**config.mk**
```make
export PLATFORM = sky130hd
export DESIGN_NAME = tcw_ctrl
export DESIGN_NICKNAME = d
export VERILOG_FILES = /design/src/tcw_pkg.sv /design/src/tcw_ctrl.sv
export SDC_FILE = /design/constraint.sdc
export NUM_CORES = 1
export LEC_CHECK = 0
export BUFFER_PORTS_ARGS = -buffer_cell sky130_fd_sc_hd__buf_4
export CAP_MARGIN = 25
export CORE_AREA = 2 2 39 41
export CTS_CLUSTER_DIAMETER = 80
export DETAILED_ROUTE_END_ITERATION = 7
export DIE_AREA = 0 0 41 43
export PLACE_DENSITY = 0.58
export SLEW_MARGIN = 15
export SYNTH_ARGS = -nofsm -noshare
export SYNTH_HDL_FRONTEND = slang
export SYNTH_SLANG_ARGS = --single-unit
```
**constraint.sdc**
```tcl
create_clock -name clk -period 2 [get_ports clk]
set_input_delay 0.1 -clock clk [delete_from_list [all_inputs] [get_ports clk]]
set_output_delay 0.1 -clock clk [all_outputs]
set_load 0.01 [all_outputs]
```
**src/tcw_pkg.sv**
```systemverilog
`timescale 1ns / 1ps
// ----------------------------------------------------------------------------
// tcw_pkg
// shared types, constants and codes for the text console writer
// ----------------------------------------------------------------------------
package tcw_pkg;

  // default screen geometry
  localparam int DEF_SCREEN_COLUMNS = 80;
  localparam int DEF_SCREEN_ROWS    = 25;

  // field widths
  localparam int CMD_W   = 2;
  localparam int CHAR_W  = 8;
  localparam int IDX_W   = 11;
  localparam int POS_W   = 11;
  localparam int CELL_W  = 16;
  localparam int COLOR_W = 4;

  // configuration port
  localparam int CFG_IDX_W = 1;
  localparam logic [CFG_IDX_W-1:0] REG_FG_COLOR = 1'd0;
  localparam logic [CFG_IDX_W-1:0] REG_BG_COLOR = 1'd1;

  localparam logic [COLOR_W-1:0] FG_RESET = 4'd7;
  localparam logic [COLOR_W-1:0] BG_RESET = 4'd0;

  // character codes
  localparam logic [CHAR_W-1:0] CH_SPACE     = 8'h20;
  localparam logic [CHAR_W-1:0] CH_NEWLINE   = 8'h0a;
  localparam logic [CHAR_W-1:0] CH_RETURN    = 8'h0d;
  localparam logic [CHAR_W-1:0] CH_BACKSPACE = 8'h08;

  // grey space on black, the cell value after reset
  localparam logic [CELL_W-1:0] CELL_RESET = {BG_RESET, FG_RESET, CH_SPACE};

  // command codes
  typedef enum logic [CMD_W-1:0] {
    CMD_PUT   = 2'd0,
    CMD_CLEAR = 2'd1,
    CMD_READ  = 2'd2
  } cmd_t;

  // input word
  typedef struct packed {
    logic [CMD_W-1:0]  cmd;
    logic [CHAR_W-1:0] char_code;
    logic [IDX_W-1:0]  read_index;
  } in_t;

  // result word
  typedef struct packed {
    logic [POS_W-1:0]  cursor_pos;
    logic [CELL_W-1:0] cell_data;
  } out_t;

  // controller to datapath
  typedef struct packed {
    logic accept;       // input word taken this cycle
    logic sweep_init;   // reset fill of the store
    logic sweep_clear;  // clear fill in current colours
    logic scroll;       // line move pass
    logic load;         // load result register
  } dp_cmd_t;

  // datapath to controller
  typedef struct packed {
    logic need_clear;
    logic need_scroll;
    logic scan_last;
    logic out_free;
  } dp_stat_t;

endpackage

```
**src/tcw_ctrl.sv**
```systemverilog
`timescale 1ns / 1ps
// ----------------------------------------------------------------------------
// tcw_ctrl
// sequencing state machine for the text console writer
// ----------------------------------------------------------------------------
module tcw_ctrl (
  input  logic               clk,
  input  logic               rst_n,
  input  logic               in_valid,
  output logic               in_stall,
  input  tcw_pkg::dp_stat_t  ctrl_stat,
  output tcw_pkg::dp_cmd_t   ctrl_cmd
);
  import tcw_pkg::*;

  typedef enum logic [4:0] {
    ST_INIT   = 5'b00001,
    ST_IDLE   = 5'b00010,
    ST_CLEAR  = 5'b00100,
    ST_SCROLL = 5'b01000,
    ST_DONE   = 5'b10000
  } state_t;

  state_t state_r;
  state_t state_nxt;

  assign in_stall = (state_r != ST_IDLE);

  always_comb begin
    state_nxt = state_r;
    ctrl_cmd  = '0;
    unique case (state_r)
      ST_INIT: begin
        ctrl_cmd.sweep_init = 1'b1;
        if (ctrl_stat.scan_last) begin
          state_nxt = ST_IDLE;
        end
      end
      ST_IDLE: begin
        if (in_valid) begin
          ctrl_cmd.accept = 1'b1;
          if (ctrl_stat.need_clear) begin
            state_nxt = ST_CLEAR;
          end else if (ctrl_stat.need_scroll) begin
            state_nxt = ST_SCROLL;
          end else begin
            state_nxt = ST_DONE;
          end
        end
      end
      ST_CLEAR: begin
        ctrl_cmd.sweep_clear = 1'b1;
        if (ctrl_stat.scan_last) begin
          state_nxt = ST_DONE;
        end
      end
      ST_SCROLL: begin
        ctrl_cmd.scroll = 1'b1;
        if (ctrl_stat.scan_last) begin
          state_nxt = ST_DONE;
        end
      end
      ST_DONE: begin
        if (ctrl_stat.out_free) begin
          ctrl_cmd.load = 1'b1;
          state_nxt     = ST_IDLE;
        end
      end
      default: begin
        state_nxt = ST_INIT;
      end
    endcase
  end

  always_ff @(posedge clk) begin
    if (!rst_n) begin
      state_r <= ST_INIT;
    end else begin
      state_r <= state_nxt;
    end
  end

endmodule

```
* Yosys cells after proc, flatten, opt, wreduce, memory -nomap -nowiden
Cells that the tools add are included.
** Storage, ports and cells
- Register bits after elaboration :: 5
- Bits of input ports :: 7
- Output and inout port bits :: 6
- Word-level logic and storage cells :: 27
** Cells by class
- Reductions and logical operators :: 2
- Equality and inequality tests :: 10
- Muxes and demuxes :: 14
** Operator list (number)
- $mux 5 :: 6
- $pmux 5 s4 :: 1
- $mux 1 :: 7
- $ne 2x2->1 const B :: 3
- $eq 5x1->1 const B :: 1
- $eq 5x2->1 const B :: 1
- $eq 5x3->1 const B :: 1
- $eq 5x4->1 const B :: 1
- $eq 5x5->1 const B :: 1
- $ne 5x2->1 const B :: 1
- $reduce_and 4->1 :: 1
- $ne 2x1->1 const B :: 1
- $reduce_or 2->1 :: 1

* Depth between registers and ports, before layout
Gate-level depths: netlist (run 1).
- Word-level depth :: 4
- Depth in mapped cells :: 5
- Mapped depth without buffers :: 4

* Worst setup path after synthesis (run 1)
No wires, ideal clock.
- Path kind :: reg-to-reg
- From :: reg state_r[1]
- To :: reg state_r[2]
- Path buffers :: 1
- Library setup time :: 72 ps
- Stages on the path, launching flop included :: 6
- Clock period less this slack :: 1255 ps
- Required time :: 1928 ps
- Data arrival time :: 1184 ps
- Path slack :: 745 ps
- Cells stage by stage :: dfxtp_1 buf_6 nor4b_2 nor3_2 o21ai_2 mux2i_1
** On the way
- Cells in the longest elaborated chain, start to end :: 4
- Elaborated cells on any way between the ends :: 12
- Those cells by class :: 9 x eq/ne; 1 x mux; 2 x reduce/logical
** RTL lines
- start: declaration :: RTL line tcw_ctrl.sv:24 : state_t state_r;
- start signal: assignment :: RTL line tcw_ctrl.sv:79 : state_r <= state_nxt;
- $eq 5x4->1 or $eq 5x3->1 (tied branches) :: RTL line tcw_ctrl.sv:32 : unique case (state_r)
- $reduce_or 2->1 (no line)
- $ne 2x1->1 (no line)
- $reduce_and 4->1 (no line)
Several ways; a longest one is shown, not always the timed one.
A chain may end at the register's enable or synchronous reset.

==> impl_metrics.ini, run 1 <==
[layout]
drive_gt1_share_pct = 36.9
final_common_cell = buf_4
fin_cells = 81
final_cell_mix = buf_4, nor2_1, dfxtp_1
antenna_cells = 0
top_register = state_r
area_growth_pct = 20.4
largest_reg_flops = 5
reg_top3 = state_r x5
nets = 73
fill_cells = 156

[worst_setup_path]
cp_slowest_cell = dfxtp_1
end_kind = primary output
criticalPathCategory = flip-flop to primary output
required_ns = 1.90
rrSetupSlack_ns = 0.41
r2r_start = state_r[4]
critPathArrivalTime_ns = 1.52
critPathMaxStageDelay_ns = 0.55
start_kind = flip-flop
worst-r2r-cell-count = 4
cp.buffers_inverters = 1
path_max_fanout = 9
cp_top_family = simple AND/OR/NAND/NOR gates
crit_path_start = state_r[1]
cp_num_cells = 4
path_cells = nand2b_1 -> nor4_4 -> and2_1 -> buf_4

[flow_run]
cap_violations = 0

[floorplanning]
num_rows = 14
die_x_microns = 41
chipHeight_microns = 43
die_area_sq_um = 1760
core_area_sq_um = 1380
pin_count = 13
initial_utilization_pct = 34.6

[clocking]
cts_hold_buf = 0
worstSkewPairLatency_ns = 0.24
cts_buffers = 3
cts_max_path_buffers = 2
cts_setup_buffers = 0
cts.repair.resized = 0
path_clk_slew_ns = 0.04
cts_root_buffer = clkbuf_4
cts_max_level = 1
cts.sinks = 5
cts_tree = done

[sta]
setup_violations = 0
final.period_utilization_pct = 80.9
rsz0062_at_grt = false
relSlewSlack_pct = 64.3
hold_viol_final = 0
max_slew.worst_pin.slew_ns = 0.534
slew_viol_final = 0
fmax_ghz = 0.618
period_minus_slack_ns = 1.62
fin_worst_skew_ns = 0.00205
finalSetupTns_ns = 0

[routing]
wirelength_mm = 1.05
postRouteAntennaNets = 0
drt_iter0_drc = 5
first_pass_iters = 2
num_vias = 429
avgViaCountPerCell = 5.30
remaining_drc_errors = 0
routedWlPerCell_microns = 12.9

[synthesis]
yosysWarnings = 0
synthesis.area_sq_um = 479
ys_ff_latch = 5
syn_nets = 61
avgSynthCellArea_sq_um = 8.87
synth.distinct_cells = 32
ys_seq_area_share_pct = 20.9
synthCells = 54

[placement]
place.port_buffers = 12
gp_congestion = 0.829
dpl.hpwl_microns = 792
dp_cells = 77

[global_routing]
grt-ovfl-total = 0
use_met1_pct = 20.0
grtUsageMet3_pct = 7.85
grt_pass1_vias = 408
busiest_layer = met2
gr-usage-all-layers_pct = 15.7
antenna_found_initial = 0
use_met2_pct = 21.9
grt_max_degree = 12
grt_pass1_wl_mm = 1.84

[hold_path]
min_path_type = primary input to flip-flop
min_from = rst_n
whs_path_depth = 2

[outcome]
status = finished clean

[power_and_ir_drop]
power_density_nw_per_um2 = 575
ir_drop_v = 0.000396
leakagePower_nw = 0.222
## power by group
part | switching, mW | leakage [nW] | total (mW) | internal, mW
Combinational | 0.0422 | 0.166 | 0.0909 | 0.0487
Sequential | 0.0213 | 0.0408 | 0.128 | 0.107
Clock | 0.0379 | 0.0150 | 0.113 | 0.0752
Total | 0.101 | 0.222 | 0.332 | 0.230
## cell type report
class / count / area, sq um / area share (%)
clock buffer: 4 / 26.3 / 4.56
inverter: 2 / 7.51 / 1.30
multi-input combinational: 42 / 333 / 57.7
sequential: 5 / 100 / 17.4
tap: 16 / 20.0 / 3.47
timing repair buffer: 12 / 90.1 / 15.6
## synthesized netlist by cell type
library cell  n  share of area, %
a21oi_1       2               2.1
nand4b_1      1               1.8
clkbuf_1      1              0.78
nor4b_4       1               5.0
nor4b_2       2               6.3
nand3b_1      2               3.1
inv_1         2               1.6
nand3_1       4               4.2
nand2_1       1              0.78
nor3_1        1               1.0
mux2i_1       1               2.1
buf_6         2               4.7
o41ai_2       1               3.4
o21ai_0       2               2.1
and4_1        1               1.8
buf_4         1               1.6
nor4_4        1               4.4
buf_2         1               1.0
nand2b_1      2               2.6
nor3b_2       1               2.6
xor2_1        1               1.8
xnor2_1       1               1.8
nor2b_1       1               1.3
o311ai_0      1               1.8
and3_1        4               5.2
o21ai_1       1               1.0
o21ai_2       1               1.8
dfxtp_1       5                21
and2_1        1               1.3
nor3_2        2               4.2
nor2_1        5               3.9
o221ai_1      1               1.8
## path summary, 6_finish.rpt
| path | endpoint |
|---|---|
| min reg2reg | state_r[1] |
| min | state_r[0] |
| max reg2reg | state_r[2] |
| max | ctrl_cmd[4] |
## layer usage
metal / up-vias / routed length, microns
li1: 219 / -
met1: 197 / 493
met2: 13 / 495
met3: 0 / 59
met4: 0 / 0
met5: - / 0
## metrics by stage
stage | util (%) | worst slack [ns] | power (mW) | hold WS, ns | cell area [sq um]
after CTS | 41.7 | 0.350 | 0.339 | 0.104 | 577
after detailed placement | 39.8 | 0.443 | 0.221 | 0.356 | 551
after global routing | 41.7 | 0.244 | 0.365 | 0.111 | 577
after global placement | 39.8 | 0.479 | 0.221 | 0.352 | 551
final | 41.7 | 0.382 | 0.332 | 0.109 | 577
after floorplan | - | 0.745 | 0.197 | 0.251 | 479
## kinds of logic (layout without fill, tap and decap cells)
kind of cell / after synthesis / in the layout / synth area share [%]
AND/OR/NAND/NOR: 30 / 30 / 49.6
AO/OA/AOI/OAI: 9 / 9 / 14.1
buffers and inverters: 7 / 18 / 9.66
flip-flops: 5 / 5 / 20.9
XOR/XNOR: 2 / 2 / 3.66
multiplexers: 1 / 1 / 2.09
Note: power is estimated with default switching activity, not from simulation.
==> run 2: changes to the inputs <==
--- a/config.mk
+++ b/config.mk
@@ -5,13 +5,14 @@
 export SDC_FILE = /design/constraint.sdc
 export NUM_CORES = 1
 export LEC_CHECK = 0
+export ABC_AREA = 1
 export BUFFER_PORTS_ARGS = -buffer_cell sky130_fd_sc_hd__buf_4
 export CAP_MARGIN = 25
 export CORE_AREA = 2 2 39 41
 export CTS_CLUSTER_DIAMETER = 80
 export DETAILED_ROUTE_END_ITERATION = 7
 export DIE_AREA = 0 0 41 43
-export PLACE_DENSITY = 0.58
+export PLACE_DENSITY = 0.54
 export SLEW_MARGIN = 15
 export SYNTH_ARGS = -nofsm -noshare
 export SYNTH_HDL_FRONTEND = slang
==> constraint.sdc (replaced) <==
create_clock -name clk -period 1.4 [get_ports clk]
set_input_delay 0.07 -clock clk [delete_from_list [all_inputs] [get_ports clk]]
set_output_delay 0.07 -clock clk [all_outputs]
set_load 0.01 [all_outputs]
==> run 2 against run 1 <==
  * Total power grew to 3.0 times the previous value
  * Sequential power is 110% higher
  * Die area stayed put
  * Core utilization is 3.0 points lower
  * Final cell count is 16% higher
  * Worst setup slack worse by 0.25 ns
  * Sequential cell count stayed put
  * Synthesized area is 17% lower
  * Register-to-register slack worse by 0.19 ns
  * Hold slack worse by 0.066 ns
  * Critical endpoint unchanged
==> impl_metrics.ini, run 2 <==
[synthesis]
avgSynthCellArea_sq_um = 6.42
async_reset_ff_share_pct = 0
synth.distinct_cells = 15
synth-edff-count = 0
yosysTopAreaCellShare_pct = 25.2
syn_nets = 69
ys_seq_area_share_pct = 25.2
synthTopCellsByCount = nor2_1, inv_1, nand2_1
synthCells = 62
synth.most_common_cell = nor2_1
yosysWarnings = 0
yosys-top-cells-area = dfxtp_1, nand3_2, nor2_1, inv_1, nand2_1
synth_ff_type = dfxtp_1
ys_ff_latch = 5
yosysTopAreaCell = dfxtp_1
synthesis.area_sq_um = 398

[layout]
reg_top3 = state_r x5
fill_cells = 153
final_cell_mix = buf_4, nor2_1, inv_1, nand2_1
largest_reg_flops = 5
antenna_cells = 0
final_common_cell = buf_4
top_register = state_r
drive_gt1_share_pct = 41.0
nets = 86
area_growth_pct = 34.6

[worst_setup_path]
critPathMaxStageDelay_ns = 0.36
cp_slowest_cell = dfxtp_1
end_kind = primary output
criticalPathCategory = flip-flop to primary output
path_cells = nor2_4 -> nand3_2 -> nor2_1 -> buf_4
start_kind = flip-flop
required_ns = 1.33
critPathArrivalTime_ns = 1.19
path_max_fanout = 6

[floorplanning]
core_area_sq_um = 1380
die_x_microns = 41
chipHeight_microns = 43
num_rows = 14
initial_utilization_pct = 28.8
pin_count = 13
die_area_sq_um = 1760

[routing]
num_vias = 415
avgViaCountPerCell = 4.41
postRouteAntennaNets = 0
first_pass_iters = 4
drt_iter0_drc = 12
wirelength_microns = 886
remaining_drc_errors = 0
routedWlPerCell_microns = 9.43

[placement]
gp_congestion = 0.752
place.port_buffers = 12
dpl.hpwl_microns = 714

[clocking]
cts_max_path_buffers = 2
cts_setup_buffers = 0
worstSkewPairLatency_ns = 0.24
cts_tree = done
cts_root_buffer = clkbuf_4
path_clk_slew_ns = 0.04
cts_max_level = 1
cts_hold_buf = 0
cts.repair.resized = 0
cts.sinks = 5
cts_buffers = 3

[sta]
slew_viol_final = 0
rsz0062_at_grt = false
fin_worst_skew_ns = 0.00162
relSlewSlack_pct = 85.3
period_minus_slack_ns = 1.26
hold_viol_final = 0
max_slew.worst_pin.slew_ns = 0.220
finalSetupTns_ns = 0
fmax_ghz = 0.791
final.period_utilization_pct = 90.3
setup_violations = 0
whs_ns = 0.0430

[power_and_ir_drop]
ir_drop_v = 0.000690
power_density_nw_per_um2 = 1870
leakagePower_nw = 0.296

[global_routing]
antenna_found_initial = 0
grt_pass1_wl_mm = 1.40
grt-ovfl-total = 0
gr-usage-all-layers_pct = 11.9
grt_max_degree = 9
grt_pass1_vias = 349

[outcome]
status = finished clean

[flow_run]
cap_violations = 0

[hold_path]
min_path_type = primary input to flip-flop
## run 2: changes by cell type in the layout (fill, tap and decap cells not counted), moves of 4 or more
cell / change
nand4_1: +4
nor2_1: +5
and3_1: -4
nand2_1: +7
nand3_2: +5
inv_2: +4
nor2_2: +4
inv_1: +6
## run 2: critical path, delay by kind of cell (launching register included)
family,cells,cell delay (ns)
buf+inv,1,0.12
flops,1,0.36
simple gates,3,0.46
## run 2: cells by family after synthesis
logic type / after synthesis / share of synthesized area [%]
buffers and inverters: 13 / 12.3
and+or+nand+nor: 39 / 55.7
DFF: 5 / 25.2
AOI/OAI and AO/OA: 5 / 6.92
## run 2: worst paths after layout
path,start,endpoint,slack (ns),cells past startpoint
max,state_r[3],ctrl_cmd[4],0.14,4
min,ctrl_stat[1],state_r[0],0.04,2
max reg2reg,state_r[3],state_r[1],0.22,6
min reg2reg,state_r[1],state_r[1],0.53,2
## run 2: per-stage QoR
step	util, %	area (sq um)	std cells	total power, mW	setup WS (ns)
floorplan	-	398	62	0.696	0.325
global placement	36.7	508	90	0.841	0.224
detailed placement	36.7	508	90	0.839	0.219
CTS	38.6	534	94	1.02	0.0820
global route	38.7	536	94	1.10	0.0362
finish	38.7	536	94	1.00	0.135
## run 2: report_power, final
part,leakage (nW),total (mW),internal [mW],switching [mW]
logic,0.239,0.565,0.231,0.334
registers,0.0415,0.269,0.199,0.0699
clock network,0.0150,0.170,0.108,0.0618
## run 2: cell type report
type,instances,area [sq um],area share [%]
clock buffer,4,26.3,4.91
sequential,5,101,18.9
multi-input combinational,44,249,46.5
timing repair buffer,12,90.1,16.8
inverter,13,48.8,9.11
tap,16,20.0,3.74
## run 2: metal layers
layer	GRT usage [%]	routed length, microns	vias to the layer above	share of wire [%]
li1	-	-	229	-
met1	16.4	444	170	50
met2	15.6	373	14	42
met3	1.57	48	2	5.4
met4	10.0	20	0	2.3
met5	0	0	-	0
==> run 3: changes to the inputs <==
--- a/config.mk
+++ b/config.mk
@@ -5,14 +5,14 @@
 export SDC_FILE = /design/constraint.sdc
 export NUM_CORES = 1
 export LEC_CHECK = 0
-export ABC_AREA = 1
+export ABC_AREA = 0
 export BUFFER_PORTS_ARGS = -buffer_cell sky130_fd_sc_hd__buf_4
 export CAP_MARGIN = 25
 export CORE_AREA = 2 2 39 41
 export CTS_CLUSTER_DIAMETER = 80
 export DETAILED_ROUTE_END_ITERATION = 7
 export DIE_AREA = 0 0 41 43
-export PLACE_DENSITY = 0.54
+export PLACE_DENSITY = 0.58
 export SLEW_MARGIN = 15
 export SYNTH_ARGS = -nofsm -noshare
 export SYNTH_HDL_FRONTEND = slang
==> constraint.sdc (replaced) <==
create_clock -name clk -period 1.5 [get_ports clk]
set_input_delay 0.075 -clock clk [delete_from_list [all_inputs] [get_ports clk]]
set_output_delay 0.075 -clock clk [all_outputs]
set_load 0.01 [all_outputs]
==> run 3 against run 2 <==
  * Clock-buffer cell count is the same
  * Critical path depth is the same
  * Wire length grew 21%
  * Hold slack gained 0.052 ns
  * Register-to-register slack lost 0.06 ns
  * Sequential power shrank 35%
  * Combinational power shrank 76%
  * Via count grew 9.2%
  * Global-route usage grew 2.7 points
  * Critical path type unchanged
  * Largest cell class unchanged
  * Largest power group is now registers
==> impl_metrics.ini, run 3 (synthesized netlist as in run 1, its figures left out) <==
[routing]
wirelength_mm = 1.08
remaining_drc_errors = 0
num_vias = 453
drt_iter0_drc = 9
postRouteAntennaNets = 0
first_pass_iters = 2
avgViaCountPerCell = 5.21
routedWlPerCell_microns = 12.4

[layout]
largest_reg_flops = 5
fill_cells = 146
drive_gt1_share_pct = 49.3
nets = 79
reg_top3 = state_r x5
top_register = state_r
fin_cells = 87
final_common_cell = buf_4
area_growth_pct = 36.0
antenna_cells = 0
final_cell_mix = buf_4, nor2_1, and3_1, nand3_1, clkbuf_4

[global_routing]
use_met2_pct = 22.2
grt-ovfl-total = 0
busiest_layer = met2
grtUsageMet3_pct = 6.28
antenna_found_initial = 0
gr-usage-all-layers_pct = 14.7
use_met1_pct = 19.4
grt_max_degree = 11
grt_pass1_wl_mm = 1.79
grt_pass1_vias = 430

[placement]
dp_slack_ns = 0.0416
dp_cells = 80
dpl.hpwl_microns = 810
gp_congestion = 0.764
place.port_buffers = 12

[floorplanning]
num_rows = 14
core_area_sq_um = 1380
die_x_microns = 41
chipHeight_microns = 43
die_area_sq_um = 1760
pin_count = 13
initial_utilization_pct = 34.6

[clocking]
worstSkewPairLatency_ns = 0.23
cts_root_buffer = clkbuf_4
cts_hold_buf = 0
cts_buffers = 3
cts_max_level = 1
path_clk_slew_ns = 0.04
cts.sinks = 5
cts_tree = done
cts_max_path_buffers = 2

[power_and_ir_drop]
leakagePower_nw = 0.265
design_power_total_uw = 462
ir_drop_v = 0.000625
power_density_nw_per_um2 = 709

[sta]
fmax_ghz = 0.702
relSlewSlack_pct = 78.0
rsz0062_at_grt = true
final.period_utilization_pct = 95.0
slew_viol_final = 0
fin_worst_skew_ns = 0.00268
max_slew.worst_pin.slew_ns = 0.330
hold_viol_final = 0
period_minus_slack_ns = 1.42
setup_violations = 0
finalSetupTns_ns = 0
fin_ws_ns = 0.0751

[worst_setup_path]
criticalPathCategory = flip-flop to primary output
crit_path_start = state_r[2]
start_kind = flip-flop
required_ns = 1.42
worst-r2r-cell-count = 4
path_cells = nand2b_4 -> nor4_4 -> and2_1 -> buf_4
critPathArrivalTime_ns = 1.35
r2r_start = state_r[1]
critPathMaxStageDelay_ns = 0.37
end_kind = primary output
path_max_fanout = 8
cp_slowest_cell = dfxtp_4
cp-endpoint = ctrl_cmd[4]
cp_top_family = simple AND/OR/NAND/NOR gates
cp_num_cells = 4
rrSetupSlack_ns = 0.16
cp.buffers_inverters = 1
r2r-end = state_r[2]

[outcome]
status = finished clean

[hold_path]
whs_path_depth = 2
min_path_type = primary input to flip-flop

[flow_run]
cap_violations = 0
## run 3: stage by stage
step,cell area [sq um],utilization (%),hold WS (ns)
floorplan,479,-,0.226
global placement,573,41.4,0.331
detailed placement,573,41.4,0.331
CTS,614,44.4,0.0867
global route,652,47.1,0.0927
finish,652,47.1,0.0952
## run 3: how the worst min path moves through the flow
stage	slack, ns	from	endpoint
after floorplan	0.23	ctrl_stat[3]	state_r[2]
after global placement	0.33	rst_n	state_r[0]
after detailed placement	0.33	rst_n	state_r[0]
after CTS	0.09	rst_n	state_r[0]
after global routing	0.09	rst_n	state_r[0]
final	0.1	rst_n	state_r[0]
## run 3: cell type report
type / instances / area [sq um] / share of cell area (%)
multi-input cells: 42 / 353 / 54.1
repair buffers: 18 / 135 / 20.7
flip-flops and latches: 5 / 110 / 16.9
clock buffers: 4 / 26.3 / 4.03
well taps: 16 / 20.0 / 3.07
inverters: 2 / 7.51 / 1.15
## run 3: worst register-to-register path, delay by kind of cell, from the launching register on
family	cells	cell delay, ns
mux	1	0.19
simple gates	2	0.48
compound gates	1	0.21
flops	1	0.39
## run 3: where the power goes
group / switching (mW) / internal [mW]
Clock: 0.0495 / 0.100
Sequential: 0.0313 / 0.143
Combinational: 0.0605 / 0.0774
Total: 0.141 / 0.321
## run 3: routing by layer
layer / wire length (microns) / vias up
met4: 0 / 0
met5: 0 / -
met1: 486 / 210
met3: 57 / 0
met2: 532 / 11
li1: - / 232
## run 3: repair_timing
item | 4_1_cts | 5_1_grt
setup buffers | 1 | 2
pin swaps | 0 | 2
gates resized for setup | 2 | 7
endpoints found under the setup margin | 3 | 8
